`config.mk`:
```
export PLATFORM = sky130hd
export DESIGN_NAME = pneumatic_shot_sequencer_core
export DESIGN_NICKNAME = d
export VERILOG_FILES = /design/src/design/pss_pkg.sv /design/src/design/pss_cfg_regs.sv /design/src/design/pss_seq.sv /design/src/design/pneumatic_shot_sequencer_core.sv
export SDC_FILE = /design/constraint.sdc
export NUM_CORES = 1
export LEC_CHECK = 0
export BUFFER_PORTS_ARGS = -buffer_cell sky130_fd_sc_hd__buf_2
export CAP_MARGIN = 20
export CORE_MARGIN = 8
export CORE_UTILIZATION = 30
export DETAILED_ROUTE_END_ITERATION = 16
export SLEW_MARGIN = 20
export SYNTH_ARGS = -nofsm -noshare
export SYNTH_HDL_FRONTEND = slang
export SYNTH_SLANG_ARGS = --single-unit
```
`constraint.sdc`:
```
create_clock -name aclk -period 3.75 [get_ports aclk]
set_clock_uncertainty 0.1 [all_clocks]
set_input_delay 0.375 -clock aclk [delete_from_list [all_inputs] [get_ports aclk]]
set_output_delay 0.375 -clock aclk [all_outputs]
set_load 0.05 [all_outputs]
```
`src/design/pss_pkg.sv`:
```
// Shared types, constants and helpers for the pneumatic shot sequencer.
package pss_pkg;

    // Width of the dwell counter.
    localparam int TICK_BITS = 16;
    localparam int HOLD_BITS = 16;
    localparam int DZ_BITS   = 10;
    localparam int MV_BITS   = 13;
    localparam int STICK_BITS = 11;
    localparam int CODE_BITS = 2;
    localparam int CFG_ADDR_BITS = 8;
    localparam int CFG_DATA_BITS = 16;
    localparam int CMP_BITS = (TICK_BITS > HOLD_BITS) ? TICK_BITS : HOLD_BITS;

    localparam logic [TICK_BITS-1:0] DWELL_MAX = {TICK_BITS{1'b1}};
    localparam logic [MV_BITS-1:0]   MV_MAX    = MV_BITS'(5000);

    typedef enum logic [CFG_ADDR_BITS-1:0] {
        REG_PRIME_HOLD  = 8'd0,
        REG_FIRE_HOLD   = 8'd1,
        REG_BACK_HOLD   = 8'd2,
        REG_DEADZONE    = 8'd3,
        REG_CHARGE_MV   = 8'd4,
        REG_AUTO_CODE   = 8'd5,
        REG_MANUAL_CODE = 8'd6,
        REG_FIRE_CODE   = 8'd7
    } pss_reg_idx_t;

    typedef enum logic [1:0] {
        PH_IDLE  = 2'd0,
        PH_PRIME = 2'd1,
        PH_FIRE  = 2'd2,
        PH_BACK  = 2'd3
    } pss_phase_t;

    typedef enum logic [1:0] {
        MODE_OFF    = 2'd0,
        MODE_AUTO   = 2'd1,
        MODE_MANUAL = 2'd2
    } pss_mode_t;

    typedef struct packed {
        logic [HOLD_BITS-1:0] prime_periods;
        logic [HOLD_BITS-1:0] cut_periods;
        logic [HOLD_BITS-1:0] recharge_periods;
        logic [DZ_BITS-1:0]   stick_deadzone;
        logic [MV_BITS-1:0]   charge_millivolts;
        logic [CODE_BITS-1:0] auto_switch_code;
        logic [CODE_BITS-1:0] manual_switch_code;
        logic [CODE_BITS-1:0] fire_switch_code;
    } pss_cfg_t;

    typedef struct packed {
        logic signed [STICK_BITS-1:0] stick_x;
        logic                         ball_present;
        logic [CODE_BITS-1:0]         fire_switch;
        logic [CODE_BITS-1:0]         mode_switch;
    } pss_item_t;

    typedef struct packed {
        pss_phase_t         phase_now;
        pss_mode_t          mode_now;
        logic [MV_BITS-1:0] valve_millivolts;
        logic               valve_out;
        logic               pusher_out;
    } pss_result_t;

    // True once the dwell count has reached the hold count.
    function automatic logic hold_done(input logic [TICK_BITS-1:0] dwell,
                                       input logic [HOLD_BITS-1:0] hold);
        return CMP_BITS'(dwell) >= CMP_BITS'(hold);
    endfunction

endpackage

```
`src/design/pss_cfg_regs.sv`:
```
// Configuration register file of the shot sequencer.
module pss_cfg_regs
    import pss_pkg::*;
(
    input  logic                     aclk,
    input  logic                     aresetn,
    input  logic                     cfg_wr_en,
    input  logic [CFG_ADDR_BITS-1:0] cfg_addr,
    input  logic [CFG_DATA_BITS-1:0] cfg_wdata,
    output pss_cfg_t                 cfg
);

    pss_cfg_t cfg_reg;

    always_ff @(posedge aclk) begin
        if (!aresetn) begin
            cfg_reg.prime_periods      <= HOLD_BITS'(40);
            cfg_reg.cut_periods        <= HOLD_BITS'(40);
            cfg_reg.recharge_periods   <= HOLD_BITS'(40);
            cfg_reg.stick_deadzone     <= DZ_BITS'(300);
            cfg_reg.charge_millivolts  <= MV_BITS'(2500);
            cfg_reg.auto_switch_code   <= CODE_BITS'(1);
            cfg_reg.manual_switch_code <= CODE_BITS'(3);
            cfg_reg.fire_switch_code   <= CODE_BITS'(2);
        end else if (cfg_wr_en) begin
            unique case (cfg_addr)
                REG_PRIME_HOLD:  cfg_reg.prime_periods      <= cfg_wdata[HOLD_BITS-1:0];
                REG_FIRE_HOLD:   cfg_reg.cut_periods        <= cfg_wdata[HOLD_BITS-1:0];
                REG_BACK_HOLD:   cfg_reg.recharge_periods   <= cfg_wdata[HOLD_BITS-1:0];
                REG_DEADZONE:    cfg_reg.stick_deadzone     <= cfg_wdata[DZ_BITS-1:0];
                REG_CHARGE_MV:   cfg_reg.charge_millivolts  <= cfg_wdata[MV_BITS-1:0];
                REG_AUTO_CODE:   cfg_reg.auto_switch_code   <= cfg_wdata[CODE_BITS-1:0];
                REG_MANUAL_CODE: cfg_reg.manual_switch_code <= cfg_wdata[CODE_BITS-1:0];
                REG_FIRE_CODE:   cfg_reg.fire_switch_code   <= cfg_wdata[CODE_BITS-1:0];
                default: ;  // Unmapped index: the write is dropped.
            endcase
        end
    end

    assign cfg = cfg_reg;

endmodule

```
`src/design/pss_seq.sv`:
```
// Sequencer state and the per-period next-state and output logic.
module pss_seq
    import pss_pkg::*;
(
    input  logic        aclk,
    input  logic        aresetn,
    input  logic        step_en,
    input  pss_item_t   item,
    input  pss_cfg_t    cfg,
    output pss_result_t result
);

    pss_phase_t           phase_reg, phase_next;
    logic [TICK_BITS-1:0] dwell_reg, dwell_next;
    logic [CODE_BITS-1:0] prev_fire_reg;
    logic                 pending_reg, pending_next;
    logic                 pusher_reg, pusher_next;
    logic [HOLD_BITS-1:0] countdown_reg, countdown_next;

    logic [TICK_BITS-1:0] dwell_inc;
    logic                 pending_in;
    pss_mode_t            mode;
    pss_phase_t           phase_sel;
    logic [HOLD_BITS-1:0] countdown_ld;
    logic [MV_BITS-1:0]   mv_sat;
    logic signed [DZ_BITS+1:0] sx_ext, dz_pos, dz_neg;

    always_comb begin
        dwell_inc  = (dwell_reg == DWELL_MAX) ? dwell_reg : dwell_reg + 1'b1;
        mv_sat     = (cfg.charge_millivolts > MV_MAX) ? MV_MAX : cfg.charge_millivolts;
        sx_ext     = (DZ_BITS+2)'(item.stick_x);
        dz_pos     = $signed({2'b00, cfg.stick_deadzone});
        dz_neg     = -dz_pos;
        pending_in = pending_reg ||
                     ((item.fire_switch == cfg.fire_switch_code) &&
                      (prev_fire_reg != cfg.fire_switch_code));

        // Auto takes precedence when both codes match.
        if (item.mode_switch == cfg.auto_switch_code) begin
            mode = MODE_AUTO;
        end else if (item.mode_switch == cfg.manual_switch_code) begin
            mode = MODE_MANUAL;
        end else begin
            mode = MODE_OFF;
        end

        phase_sel      = PH_IDLE;
        pending_next   = pending_in;
        pusher_next    = pusher_reg;
        countdown_next = countdown_reg;
        countdown_ld   = countdown_reg;
        result.pusher_out       = 1'b0;
        result.valve_out        = 1'b0;
        result.valve_millivolts = '0;

        unique case (mode)
            MODE_AUTO: begin
                phase_sel = phase_reg;
                unique case (phase_reg)
                    PH_IDLE: begin
                        if (item.ball_present) begin
                            phase_sel = PH_PRIME;
                        end
                    end
                    PH_PRIME: begin
                        if (hold_done(dwell_inc, cfg.prime_periods) && pending_in) begin
                            pending_next = 1'b0;
                            phase_sel    = PH_FIRE;
                        end
                    end
                    PH_FIRE: begin
                        if (hold_done(dwell_inc, cfg.cut_periods)) begin
                            phase_sel = PH_BACK;
                        end
                    end
                    PH_BACK: begin
                        if (hold_done(dwell_inc, cfg.recharge_periods)) begin
                            phase_sel = PH_IDLE;
                        end
                    end
                endcase
                pusher_next = (phase_sel == PH_PRIME);
                unique case (phase_sel)
                    PH_IDLE: begin
                        result.valve_out        = 1'b1;
                        result.valve_millivolts = mv_sat;
                    end
                    PH_FIRE: begin
                        result.pusher_out = 1'b1;
                    end
                    PH_PRIME, PH_BACK: begin
                        result.pusher_out       = 1'b1;
                        result.valve_out        = 1'b1;
                        result.valve_millivolts = mv_sat;
                    end
                endcase
            end
            MODE_MANUAL: begin
                if (sx_ext > dz_pos) begin
                    pusher_next = 1'b1;
                end else if (sx_ext < dz_neg) begin
                    pusher_next = 1'b0;
                end
                // A pending shot is consumed here and arms the valve cut.
                pending_next = 1'b0;
                countdown_ld = pending_in ? cfg.cut_periods : countdown_reg;
                result.pusher_out = pusher_next;
                if (countdown_ld != '0) begin
                    countdown_next = countdown_ld - 1'b1;
                end else begin
                    countdown_next          = countdown_ld;
                    result.valve_out        = 1'b1;
                    result.valve_millivolts = mv_sat;
                end
            end
            MODE_OFF: begin
                pending_next = 1'b0;
                pusher_next  = 1'b0;
            end
            default: ;
        endcase

        phase_next = phase_sel;
        dwell_next = (phase_sel != phase_reg) ? '0 : dwell_inc;

        result.mode_now  = mode;
        // Off reports all-zero outputs, including the phase.
        result.phase_now = phase_sel;
    end

    always_ff @(posedge aclk) begin
        if (!aresetn) begin
            phase_reg     <= PH_IDLE;
            dwell_reg     <= '0;
            prev_fire_reg <= CODE_BITS'(2);
            pending_reg   <= 1'b0;
            pusher_reg    <= 1'b0;
            countdown_reg <= '0;
        end else if (step_en) begin
            phase_reg     <= phase_next;
            dwell_reg     <= dwell_next;
            prev_fire_reg <= item.fire_switch;
            pending_reg   <= pending_next;
            pusher_reg    <= pusher_next;
            countdown_reg <= countdown_next;
        end
    end

endmodule

```
`src/design/pneumatic_shot_sequencer_core.sv`:
```
// Top level of the pneumatic shot sequencer: stream handshake and result register.
//
// Each request on the s_ channel is one control period: mode switch, fire switch,
// ball sensor and stick X. For every request the block returns exactly one result
// request on the m_ channel with the pusher, valve, valve voltage, decoded mode and
// sequence phase. Results come out in request order.
//
// After the accepting edge the request sits in the input register while the sequencer
// logic evaluates it against the held state; the edge on which it advances loads the
// result register and raises m_tvalid. Throughput is one request per cycle while m_
// is not stalled, because the sequencer state updates on that same edge.
//
// The input register accepts a new request while a finished result waits on m_, so
// a stalled receiver costs at most one extra slot before s_tready drops. While a result
// waits on m_ with m_tready low, the result and the sequencer state hold.
//
// aresetn is synchronous and active low: it empties both registers, returns the
// sequence to idle, clears the pending shot, the pusher and the manual countdown,
// and loads the default register values. Configuration writes take effect at the
// clock edge on which cfg_wr_en is high; write only while the block is idle.
module pneumatic_shot_sequencer_core
    import pss_pkg::*;
(
    input  logic                     aclk,
    input  logic                     aresetn,
    // Configuration write port.
    input  logic                     cfg_wr_en,
    input  logic [CFG_ADDR_BITS-1:0] cfg_addr,
    input  logic [CFG_DATA_BITS-1:0] cfg_wdata,
    // Input stream.
    input  logic                     s_tvalid,
    output logic                     s_tready,
    // s_tdata: mode_switch[1:0], fire_switch[3:2], ball_present[4], stick_x[15:5]
    input  logic [15:0]              s_tdata,
    // Result stream.
    output logic                     m_tvalid,
    input  logic                     m_tready,
    // m_tdata: pusher_out[0], valve_out[1], valve_millivolts[14:2],
    // mode_now[16:15], phase_now[18:17], zero fill [23:19]
    output logic [23:0]              m_tdata
);

    pss_cfg_t    cfg;
    pss_item_t   item_reg;
    logic        in_valid_reg;
    pss_result_t step_result;
    pss_result_t result_reg;
    logic        out_valid_reg;
    logic        advance;

    pss_cfg_regs u_cfg (
        .aclk      (aclk),
        .aresetn   (aresetn),
        .cfg_wr_en (cfg_wr_en),
        .cfg_addr  (cfg_addr),
        .cfg_wdata (cfg_wdata),
        .cfg       (cfg)
    );

    // The held request moves on whenever the result slot is free or being drained.
    assign advance  = in_valid_reg && (!out_valid_reg || m_tready);
    assign s_tready = !in_valid_reg || advance;

    pss_seq u_seq (
        .aclk    (aclk),
        .aresetn (aresetn),
        .step_en (advance),
        .item    (item_reg),
        .cfg     (cfg),
        .result  (step_result)
    );

    always_ff @(posedge aclk) begin
        if (!aresetn) begin
            in_valid_reg  <= 1'b0;
            out_valid_reg <= 1'b0;
        end else begin
            if (s_tready) begin
                in_valid_reg <= s_tvalid;
            end
            if (advance) begin
                out_valid_reg <= 1'b1;
            end else if (m_tready) begin
                out_valid_reg <= 1'b0;
            end
        end
    end

    // Payload registers carry no reset.
    always_ff @(posedge aclk) begin
        if (s_tready && s_tvalid) begin
            item_reg <= pss_item_t'(s_tdata);
        end
        if (advance) begin
            result_reg <= step_result;
        end
    end

    assign m_tvalid = out_valid_reg;
    assign m_tdata  = {5'b00000, result_reg};

endmodule

```
==> metrics.sh, run 1 <==
SYNTH.CELL_AREA_UM2=8800
SYNTH-ASYNC-RESET-RATIO=0
START_UTIL=0.306
FIRST_GLOBAL_VIAS=7700
CLK_LATENCY_PS=430
POWER.IR.VDD_WORST_mV=0.270
REQUIRED_PS=4000
ANT_NETS=0
NUMBER_OF_SYNTHESIZED_REGISTER_BITS=152
POWER.LEAKAGE_nW=4.17
DIE-HEIGHT_UM=187
REMAINING_DRC_ERRORS=0
CPMAXSTAGEDELAYCELL='dfxtp_2'
SYN-MEAN-INSTANCE-AREA_UM2=8.29
SETUP.WORST_PATH.START_CLASS='register'
TIMING.SETUP.TNS_PS=0
POST-ROUTE-WORST-SETUP-SLACK_PS=11.4
SLEW_VIOL_FINAL=0
SYNTHMOSTINSTANTIATEDCELL='nand2_1'
CELLS_ON_WORST_HOLD_PATH=1
R2R.WORST_PATH.CELLS=17
ANTENNADIODECOUNT=0
MAX_CAP_VIOL_COUNT=0
FIN_WORST_HOLD_SLACK_PS=22.1
ROUTABILITYCONGESTION=0.845
FIN_CRIT_PS=3740
DR.FIRST_ITER.DRC_COUNT=570
DRT-TOTAL-WL_UM=26200
SYNTH_CELLS=1061
POST_ROUTE_CELLS_DRIVE_ABOVE_1_SHARE=0.191
ROUTE.DETAILED.WL_PER_INST_UM=16.8
WORSTHOLDPATHTYPE='in2reg'
PLACED_AREA_UM2=9840
SYNTHTOPCELLSBYAREA='dfxtp_1, edfxtp_1, ha_1'
OUTCOME='finished, final reports clean'
TRITONCTS='done'
GR-USAGE-ALL-LAYERS=0.144
WORST_HOLD_PATH.ENDPOINT='item_reg[5]'
DR_TOTAL_VIAS=8107
RRSETUPSLACK_PS=10
TIMING_HOLD_VIOLATIONS_FINAL=0
AREA_FRACTION_OF_THE_DOMINANT_CELL_TYPE_AFTER_SYNTHESIS=0.266
MIN_FROM='s_tdata[5]'
CP.ARRIVAL_PS=3980
FINALINSTANCEAREA_UM2=10700
PLACE.PORT_BUFFERS=65
CLOCKROOTBUFFER='clkbuf_16'
FP.DIEW_UM=187
FLOORPLAN.IO_PINS=71
FINAL_NETS=1276
CTS.PATH.MAX_BUFFERS=2
GRT_ANTENNA_BEFORE_REPAIR=0
SETUP.WORST_PATH.CLASS='reg2reg'
P_PER_AREA_nW_PER_UM2=382
HTREE_LEVELS=4
TIMING.RR.START='u_seq.dwell_reg[7]'
SYNTH_TOP_AREA_CELL='dfxtp_1'
SYNTH_ENABLE_FLOP_CELLS=35
POSTSYNTH.TOPFLOPCELL='dfxtp_1'
PATH_MAX_FANOUT=9
SYN_TO_FINAL_GROWTH_PCT=22.0
GRT.OVERFLOW.TOTAL=0
YOSYSSEQAREASHARE=0.386
CRIT_CHAIN='and4_4, and4_4, nand3_4, buf_6, and3_4, xor2_4, ha_4, a211o_1, a21oi_2, o31ai_1, a211oi_1, nor3_2, o311ai_2, buf_4, buf_6, nand3_1, a31oi_1'
FIRST_PASS_ITERS=6
FLOORPLAN.DIE_AREA_UM2=35100
MAX_SLEW.WORST_PIN.SLEW_PS=906
NUMBER_OF_BUFFERS_CREATED_BY_CTS=17
CORE_AREA_UM2=28800
HPWLAFTERDP_UM=18400
CLK_TRANSITION_REPORTED_PATHS_PS=70
FIN_CRIT_SH=0.997
GRT_MAX_DEGREE=69
MAXSLEWHEADROOM=0.394
FINALNONFILLERCELLS=1556
SETUP_VIOLATIONS=0
YOSYS-TOP-CELLS-COUNT='nand2_1, dfxtp_1, a21oi_1'
LARGEST_REGISTER_FFS=77
PLACEMENTROWS=62
REGTOREGENDPOINT='u_seq.dwell_reg[0]'
SETUP_REPAIR_AFTER_GLOBAL_ROUTING_MISSED_ITS_MARGIN='yes'
ENDPOINT_CLASS_OF_THE_CRITICAL_PATH='register'
SYNTH_WARNINGS=0
CLOCK.FMAX_GHz=0.267
PLACE_WS_PS=-59.9
WIRE_LENGTH_OF_THE_FIRST_GLOBAL_ROUTING_PASS_UM=40900
DP.CELLS=1512
NETLIST-CELL-TYPE-COUNT=70
CTS_NUM_SINKS=152
ROUTED_VIA_DENSITY=5.21
WORST_PATH_LARGEST_CELL_DELAY_PS=330
==> layout by cell type, fill, tap and decap left out, types with 9 or more instances in the layout <==
cell type,n
inv_1,74
ha_1,70
clkbuf_16,19
xnor2_1,17
nor4_1,12
nand3_1,41
buf_4,51
a21oi_1,106
nand2_1,198
edfxtp_1,35
nand4_1,24
o22ai_1,9
dfxtp_1,112
buf_2,65
mux2i_1,10
o211ai_1,21
nor2_1,52
and3_1,13
a31oi_1,15
nor3_1,13
o21ai_0,20
==> worst max-delay path by stage <==
stage / start / endpoint
5_1_grt: u_seq.dwell_reg[12] / u_seq.dwell_reg[0]
3_5_place_dp: u_seq.dwell_reg[7] / m_tdata[7]
6_report: u_seq.dwell_reg[7] / u_seq.dwell_reg[0]
4_1_cts: u_seq.dwell_reg[0] / u_seq.dwell_reg[4]
2_1_floorplan: u_seq.dwell_reg[4] / u_seq.dwell_reg[11]
3_3_place_gp: u_seq.dwell_reg[7] / m_tdata[8]
==> worst max-delay path: cells and delay by family (launching register included) <==
| kind | cells | cell delay (ps) |
|---|---|---|
| adder cells (fa/ha/maj) | 1 | 250 |
| flip-flops | 1 | 330 |
| AO/OA/AOI/OAI | 6 | 1230 |
| buffers and inverters | 3 | 490 |
| XOR/XNOR | 1 | 250 |
| AND/OR/NAND/NOR | 6 | 980 |
==> kinds of logic (layout without fill, tap and decap cells) <==
group,after synthesis,count (layout),share of synthesized area
compound gates,251,251,0.187
xor+xnor,29,29,0.0289
fa+ha+maj,72,72,0.102
buf+inv,126,233,0.0567
flops,152,152,0.386
mux,12,12,0.0151
other cells,1,5,0.000426
simple gates,418,418,0.224
==> area by class of cell <==
class                           instances  area (µm²)
Fill cell                            2910       18000
Multi-Input combinational cell        787        5140
Sequential cell                       152        3400
Timing Repair Buffer                  125         840
Tap cell                              384         480
Clock buffer                           20         478
Inverter                               76         285
Clock inverter                         12         111
==> what timing repair did <==
| item | CTS | global route |
|---|---|---|
| cloned | 0 | 2 |
| hold buffers | 0 | 1 |
| endpoints found under the setup margin | 26 | 31 |
| pin swaps | 1 | 30 |
| buffers inserted | 0 | 9 |
| endpoints found under the hold margin | 0 | 1 |
| gates resized for setup | 4 | 54 |
==> where the power goes <==
part | switching (mW) | internal [mW] | leakage (nW)
Sequential | 0.0314 | 1.72 | 1.28
Clock | 0.734 | 0.994 | 0.284
Combinational | 0.407 | 0.214 | 2.61
==> layer usage <==
layer	global-route usage	part of all wire
met1	0.187	0.46
met2	0.239	0.48
met3	0.0280	0.048
met4	0.0391	0.017
met5	0	0
==> metrics by stage <==
step / total power [mW] / util
6_report: 4.10 / 0.373
3_5_place_dp: 2.38 / 0.342
5_1_grt: 4.25 / 0.373
2_1_floorplan: 2.21 / -
4_1_cts: 4.11 / 0.363
3_3_place_gp: 2.37 / 0.342
Power figures use the tool's default switching activity.
==> run 2: changes to the inputs <==
--- a/config.mk
+++ b/config.mk
@@ -8,8 +8,9 @@
 export BUFFER_PORTS_ARGS = -buffer_cell sky130_fd_sc_hd__buf_2
 export CAP_MARGIN = 20
 export CORE_MARGIN = 8
-export CORE_UTILIZATION = 30
+export CORE_UTILIZATION = 55
 export DETAILED_ROUTE_END_ITERATION = 16
+export PLACE_DENSITY = 0.77
 export SLEW_MARGIN = 20
 export SYNTH_ARGS = -nofsm -noshare
 export SYNTH_HDL_FRONTEND = slang
==> metrics.sh, run 2 (same netlist as run 1, synthesis figures left out) <==
CPLARGESTDELAYFAMILY='simple AND/OR/NAND/NOR gates'  # was compound AO/OA/AOI/OAI gates
SLEW_VIOL_FINAL=0  # unchanged
MAX_CAP_VIOL_COUNT=0  # unchanged
REPORT.POWER.TOTAL_mW=4.28  # was 4.10 mW
CORE_AREA_UM2=15800  # was 28800 µm²
LAYOUT_COMMON_CELLS='nand2_1, dfxtp_1, a21oi_1'  # unchanged
ANT_NETS=0  # unchanged
DIE-HEIGHT_UM=142  # was 187 µm
ENDPOINT_CLASS_OF_THE_CRITICAL_PATH='register'  # unchanged
FLOORPLAN.IO_PINS=71  # unchanged
CRIT_CHAIN='and4_4, and4_4, nand2_2, nor2_2, mux2i_2, ha_1, nand4_1, inv_1, a211oi_2, nor2_2, or3_4, o311ai_4, buf_4, buf_6, nand3_1, o22ai_1'  # was and4_4, and4_4, nand3_4, buf_6, and3_4, xor2_4, ha_4, a211o_1, a21oi_2, o31ai_1, a211oi_1, nor3_2, o311ai_2, buf_4, buf_6, nand3_1, a31oi_1
DR_TOTAL_VIAS=8328  # was 8107
GRT.OVERFLOW.TOTAL=0  # unchanged
POWER.IR.VDD_WORST_mV=0.346  # was 0.270 mV
ROUTE.MET2.WL_UM=11800  # was 12500 µm
CLK_LATENCY_PS=430  # about the same
POST_ROUTE_CELLS_DRIVE_ABOVE_1_SHARE=0.199  # was 0.191
FP.DIEW_UM=142  # was 187 µm
PLACEMENTROWS=46  # was 62
DR.FIRST_ITER.DRC_COUNT=706  # was 570
ANTENNADIODECOUNT=0  # unchanged
WORST-PATH-BUF-INV=3  # unchanged
WIRE_LENGTH_OF_THE_FIRST_GLOBAL_ROUTING_PASS_UM=38700  # was 40900 µm
HTREE_LEVELS=4  # unchanged
ROUTED_VIA_DENSITY=6.01  # was 5.21
CTS.PATH.MAX_BUFFERS=2  # unchanged
LAYOUT.CELLS.MOST_COMMON='nand2_1'  # unchanged
WORST_PATH_LARGEST_CELL_DELAY_PS=400  # was 330 ps
REMAINING_DRC_ERRORS=0  # unchanged
SETUP.WORST_PATH.CLASS='reg2reg'  # unchanged
WL_MET1_UM=10900  # was 12000 µm
FINALINSTANCEAREA_UM2=10700  # about the same
ROUTE.DETAILED.WL_PER_INST_UM=18.1  # was 16.8 µm
CLK_TRANSITION_REPORTED_PATHS_PS=60  # was 70 ps
ROUTABILITYCONGESTION=0.910  # was 0.845
HIGHEST_LAYER='met4'  # unchanged
PLACED_AREA_UM2=9590  # was 9840 µm²
CTS_NUM_SINKS=152  # unchanged
CLOCKROOTBUFFER='clkbuf_16'  # unchanged
FIRST_PASS_ITERS=5  # was 6
LARGEST_REGISTER_FFS=77  # unchanged
SETUP.WORST_PATH.START_CLASS='register'  # unchanged
P_PER_AREA_nW_PER_UM2=401  # was 382 nW/µm²
PATH_MAX_FANOUT=4  # was 9
GR-USAGE-ALL-LAYERS=0.238  # was 0.144
CPMAXSTAGEDELAYCELL='or3_4'  # was dfxtp_2
TRITONCTS='done'  # unchanged
DRT-TOTAL-WL_UM=25000  # was 26200 µm
MET3_LENGTH_UM=1630  # was 1250 µm
FLOORPLAN.DIE_AREA_UM2=20300  # was 35100 µm²
OUTCOME='finished, final reports clean'  # unchanged
GRT_MAX_DEGREE=42  # was 69
MAX_SLEW.WORST_PIN.SLEW_PS=850  # was 906 ps
HPWLAFTERDP_UM=17100  # was 18400 µm
TIMING_HOLD_VIOLATIONS_FINAL=0  # unchanged
FINAL_NETS=1274  # was 1276
CP.ARRIVAL_PS=3990  # was 3980 ps
FIN_CRIT_SH=0.998  # was 0.997
REQUIRED_PS=3990  # was 4000 ps
CLOCK.FMAX_GHz=0.267  # about the same
RRSETUPSLACK_PS=6  # was 10 ps
FIRST_GLOBAL_VIAS=7714  # was 7700
START_UTIL=0.558  # was 0.306
SYN_TO_FINAL_GROWTH_PCT=21.4  # was 22.0%
WORSTHOLDPATHTYPE='in2reg'  # unchanged
MAXSLEWHEADROOM=0.431  # was 0.394
PLACE.PORT_BUFFERS=65  # unchanged
POWER.LEAKAGE_nW=4.25  # was 4.17 nW
GRT_ANTENNA_BEFORE_REPAIR=0  # unchanged
N_FILL_CELL=1273  # was 2910
NUMBER_OF_BUFFERS_CREATED_BY_CTS=17  # unchanged
FIN_CRIT_PS=3740  # about the same
SETUP_VIOLATIONS=0  # unchanged
## run 2: cell count changes in the layout (fill, tap and decap cells not counted), moves of 3 or more
cell and delta:
xnor2_1 -3, buf_4 -3, o21ai_0 +3, dlygate4sd3_1 +3, clkinv_4 -3, nor2_4 +3
xnor2_2 +3, bufinv_16 +3
## run 2: cell type report
cell class | count | area [µm²] | area share
Clock buffer | 20 | 468 | 0.0438
Clock inverter | 12 | 184 | 0.0172
Inverter | 76 | 285 | 0.0267
Multi-Input combinational cell | 787 | 5250 | 0.491
Sequential cell | 152 | 3400 | 0.319
Tap cell | 216 | 270 | 0.0253
Timing Repair Buffer | 123 | 825 | 0.0772
## run 2: where the power goes
part / switching, mW / internal, mW
clock network: 0.721 / 1.18
logic: 0.405 / 0.219
registers: 0.0330 / 1.72
## run 2: worst paths after layout
check	start	to	cells past startpoint
worst max-delay path	u_seq.dwell_reg[7]	u_seq.dwell_reg[9]	16
worst min-delay path	s_tdata[10]	item_reg[10]	1
worst max register to register	u_seq.dwell_reg[7]	u_seq.dwell_reg[9]	16
worst min register to register	u_cfg.cfg[73]	u_cfg.cfg[73]	2
## run 2: routing by layer
metal	vias up	GRT usage
met5	-	0
met1	3956	0.309
met3	62	0.0470
li1	3960	-
met4	0	0.0900
met2	350	0.383
## run 2: timing repair
action | CTS | global route
hold buffers | 0 | 4
setup endpoints to repair | 27 | 36
gates resized for setup | 4 | 69
gates cloned | 0 | 2
endpoints found under the hold margin | 0 | 4
setup buffers | 0 | 7
pin swaps | 0 | 28
## run 2: metrics by stage
stage                     TNS [ps]  cells  utilization  setup WS, ps  hold WS, ps
after floorplan                  0   1065            -          17.9          336
after global placement           0   1341        0.608          9.29          343
after detailed placement      -332   1341        0.608         -41.8          348
after CTS                        0   1373        0.651          1.58         8.36
after global routing         -1790   1386        0.677          -176         3.11
final                            0   1386        0.677          6.22         16.5
==> run 3: changes to the inputs <==
--- a/config.mk
+++ b/config.mk
@@ -6,8 +6,6 @@
 export NUM_CORES = 1
 export LEC_CHECK = 0
 export BUFFER_PORTS_ARGS = -buffer_cell sky130_fd_sc_hd__buf_2
-export CAP_MARGIN = 20
-export CORE_MARGIN = 8
 export CORE_UTILIZATION = 55
 export DETAILED_ROUTE_END_ITERATION = 16
 export PLACE_DENSITY = 0.77
==> metrics.sh, run 3 (same netlist as run 1, synthesis figures left out) <==
ROUTE.DETAILED.WL_PER_INST_UM=18.1  # about the same
SETUP_VIOLATIONS=0  # unchanged
SLEW_VIOL_FINAL=0  # unchanged
POST-ROUTE-WORST-SETUP-SLACK_PS=46.6  # was 6.22 ps
CLOCK.FMAX_GHz=0.270  # was 0.267 GHz
CLK_LATENCY_PS=430  # about the same
TRITONCTS='done'  # unchanged
SETUP.WORST_PATH.START_CLASS='register'  # unchanged
LAYOUT.CELLS.MOST_COMMON='nand2_1'  # unchanged
HTREE_LEVELS=4  # unchanged
FLOORPLAN.IO_PINS=71  # unchanged
DRT-TOTAL-WL_UM=24900  # was 25000 µm
WORST_PATH_LARGEST_CELL_DELAY_PS=420  # was 400 ps
PLACE_WS_PS=-14.6  # was -41.8 ps
HPWLAFTERDP_UM=17100  # about the same
NUMBER_OF_BUFFERS_CREATED_BY_CTS=17  # unchanged
OUTCOME='finished, final reports clean'  # unchanged
FLOORPLAN.DIE_AREA_UM2=16500  # was 20300 µm²
PLACE.PORT_BUFFERS=65  # unchanged
START_UTIL=0.570  # was 0.558
CPMAXSTAGEDELAYCELL='or3_1'  # was or3_4
WORSTHOLDPATHTYPE='in2reg'  # unchanged
MAXSLEWHEADROOM=0.377  # was 0.431
DR_TOTAL_VIAS=8336  # was 8328
ROUTABILITYCONGESTION=0.983  # was 0.910
FIN_CRIT_SH=0.988  # was 0.998
CTS.PATH.MAX_BUFFERS=2  # unchanged
ENDPOINT_CLASS_OF_THE_CRITICAL_PATH='register'  # unchanged
MAX_CAP_VIOL_COUNT=0  # unchanged
FIRST_PASS_ITERS=6  # was 5
FP.DIEW_UM=128  # was 142 µm
POWER.IR.VDD_WORST_mV=0.338  # was 0.346 mV
P_PER_AREA_nW_PER_UM2=395  # was 401 nW/µm²
ANT_NETS=0  # unchanged
N_FILL_CELL=1233  # was 1273
LAYOUT_COMMON_CELLS='nand2_1, dfxtp_1, a21oi_1'  # unchanged
CLOCKROOTBUFFER='clkbuf_16'  # unchanged
SYN_TO_FINAL_GROWTH_PCT=19.3  # was 21.4%
LARGEST_REGISTER_FFS=77  # unchanged
ANTENNADIODECOUNT=0  # unchanged
REQUIRED_PS=3990  # about the same
POWER.LEAKAGE_nW=4.19  # was 4.25 nW
FINAL_NETS=1270  # was 1274
REMAINING_DRC_ERRORS=0  # unchanged
POST_ROUTE_CELLS_DRIVE_ABOVE_1_SHARE=0.182  # was 0.199
FIRST_GLOBAL_VIAS=7779  # was 7714
GRT_MAX_DEGREE=38  # was 42
PLACEMENTROWS=45  # was 46
FIN_CRIT_PS=3700  # was 3740 ps
CP.ARRIVAL_PS=3950  # was 3990 ps
CTS_NUM_SINKS=152  # unchanged
DR.FIRST_ITER.DRC_COUNT=730  # was 706
REPORT.POWER.TOTAL_mW=4.15  # was 4.28 mW
TIMING.SETUP.TNS_PS=0  # unchanged
GR-USAGE-ALL-LAYERS=0.305  # was 0.238
DIE-HEIGHT_UM=128  # was 142 µm
ROUTED_VIA_DENSITY=6.05  # was 6.01
CRIT_CHAIN='ha_2, and3_4, nand3_4, nand2_4, nor2_1, xor2_1, ha_1, nand2_1, o21ai_0, a211oi_2, nor2_2, or3_1, o311ai_4, buf_12, buf_12, nand3_1, o21ai_1'  # was and4_4, and4_4, nand2_2, nor2_2, mux2i_2, ha_1, nand4_1, inv_1, a211oi_2, nor2_2, or3_4, o311ai_4, buf_4, buf_6, nand3_1, o22ai_1
GRT.OVERFLOW.TOTAL=0  # unchanged
FIN_WORST_HOLD_SLACK_PS=11.4  # was 16.5 ps
PATH_MAX_FANOUT=10  # was 4
SETUP.WORST_PATH.CLASS='reg2reg'  # unchanged
MAX_SLEW.WORST_PIN.SLEW_PS=931  # was 850 ps
WIRE_LENGTH_OF_THE_FIRST_GLOBAL_ROUTING_PASS_UM=39200  # was 38700 µm
CORE_AREA_UM2=15400  # was 15800 µm²
MOST_FREQUENT_CELL_ON_THE_CRITICAL_PATH='buf_12'
GRT_ANTENNA_BEFORE_REPAIR=0  # unchanged
TIMING_HOLD_VIOLATIONS_FINAL=0  # unchanged
CLK_TRANSITION_REPORTED_PATHS_PS=70  # was 60 ps
run 3: changes by cell type in the layout (fill, tap and decap cells not counted), sizes merged:
cell,change
clkinvlp,+2
buf,-3
clkinv,+1
bufinv,-2
dlygate4sd3,-2
inv,+1
clkbuf,-2
o211ai,+1
run 3: what timing repair did:
action / in CTS / in global routing
gates resized for setup: 2 / 49
buffers inserted: 0 / 7
gates cloned: 0 / 3
pin swaps: 0 / 17
setup endpoints to repair: 14 / 34
hold buffers: 0 / 2
hold endpoints to repair: 0 / 2
run 3: power breakdown:
| part | internal, mW | total [mW] | switching [mW] |
|---|---|---|---|
| Clock | 0.998 | 1.75 | 0.753 |
| Sequential | 1.72 | 1.75 | 0.0324 |
| Combinational | 0.224 | 0.645 | 0.421 |
| Total | 2.94 | 4.15 | 1.21 |
run 3: area by class of cell:
cell class	count	area, µm²	share of cell area
timing repair buffer	118	791	0.0753
inverter	76	285	0.0272
tap	211	264	0.0251
clock inverter	14	163	0.0155
clock buffer	18	429	0.0409
sequential	152	3400	0.324
multi-input combinational	788	5170	0.492
run 3: routing by layer:
layer / routed length, µm / track usage / share of wire
met1: 10500 / 0.397 / 0.42
met2: 11500 / 0.500 / 0.46
met3: 2120 / 0.0620 / 0.085
met4: 687 / 0.112 / 0.028
met5: 0 / 0 / 0
run 3: final timing paths:
path / start / end / slack, ps / depth (start not counted)
setup reg to reg: u_seq.dwell_reg[0] / u_seq.dwell_reg[13] / 50 / 17
hold / removal: s_tdata[7] / item_reg[7] / 10 / 1
setup / recovery: u_seq.dwell_reg[0] / u_seq.dwell_reg[13] / 50 / 17
hold reg to reg: u_cfg.cfg[74] / u_cfg.cfg[74] / 350 / 2
run 3: through the flow:
stage | utilization | std cells | instance area, µm²
finish | 0.681 | 1377 | 10500
global route | 0.681 | 1377 | 10500
CTS | 0.659 | 1365 | 10200
detailed placement | 0.619 | 1333 | 9560
global placement | 0.619 | 1333 | 9560
floorplan | - | 1065 | 8830
run 3: critical path, delay by kind of cell (launching register included):
kind,cells,cell delay (ps)
simple gates,8,1320
flops,1,370
compound gates,4,710
xor+xnor,1,310
buf+inv,2,290
fa+ha+maj,2,520
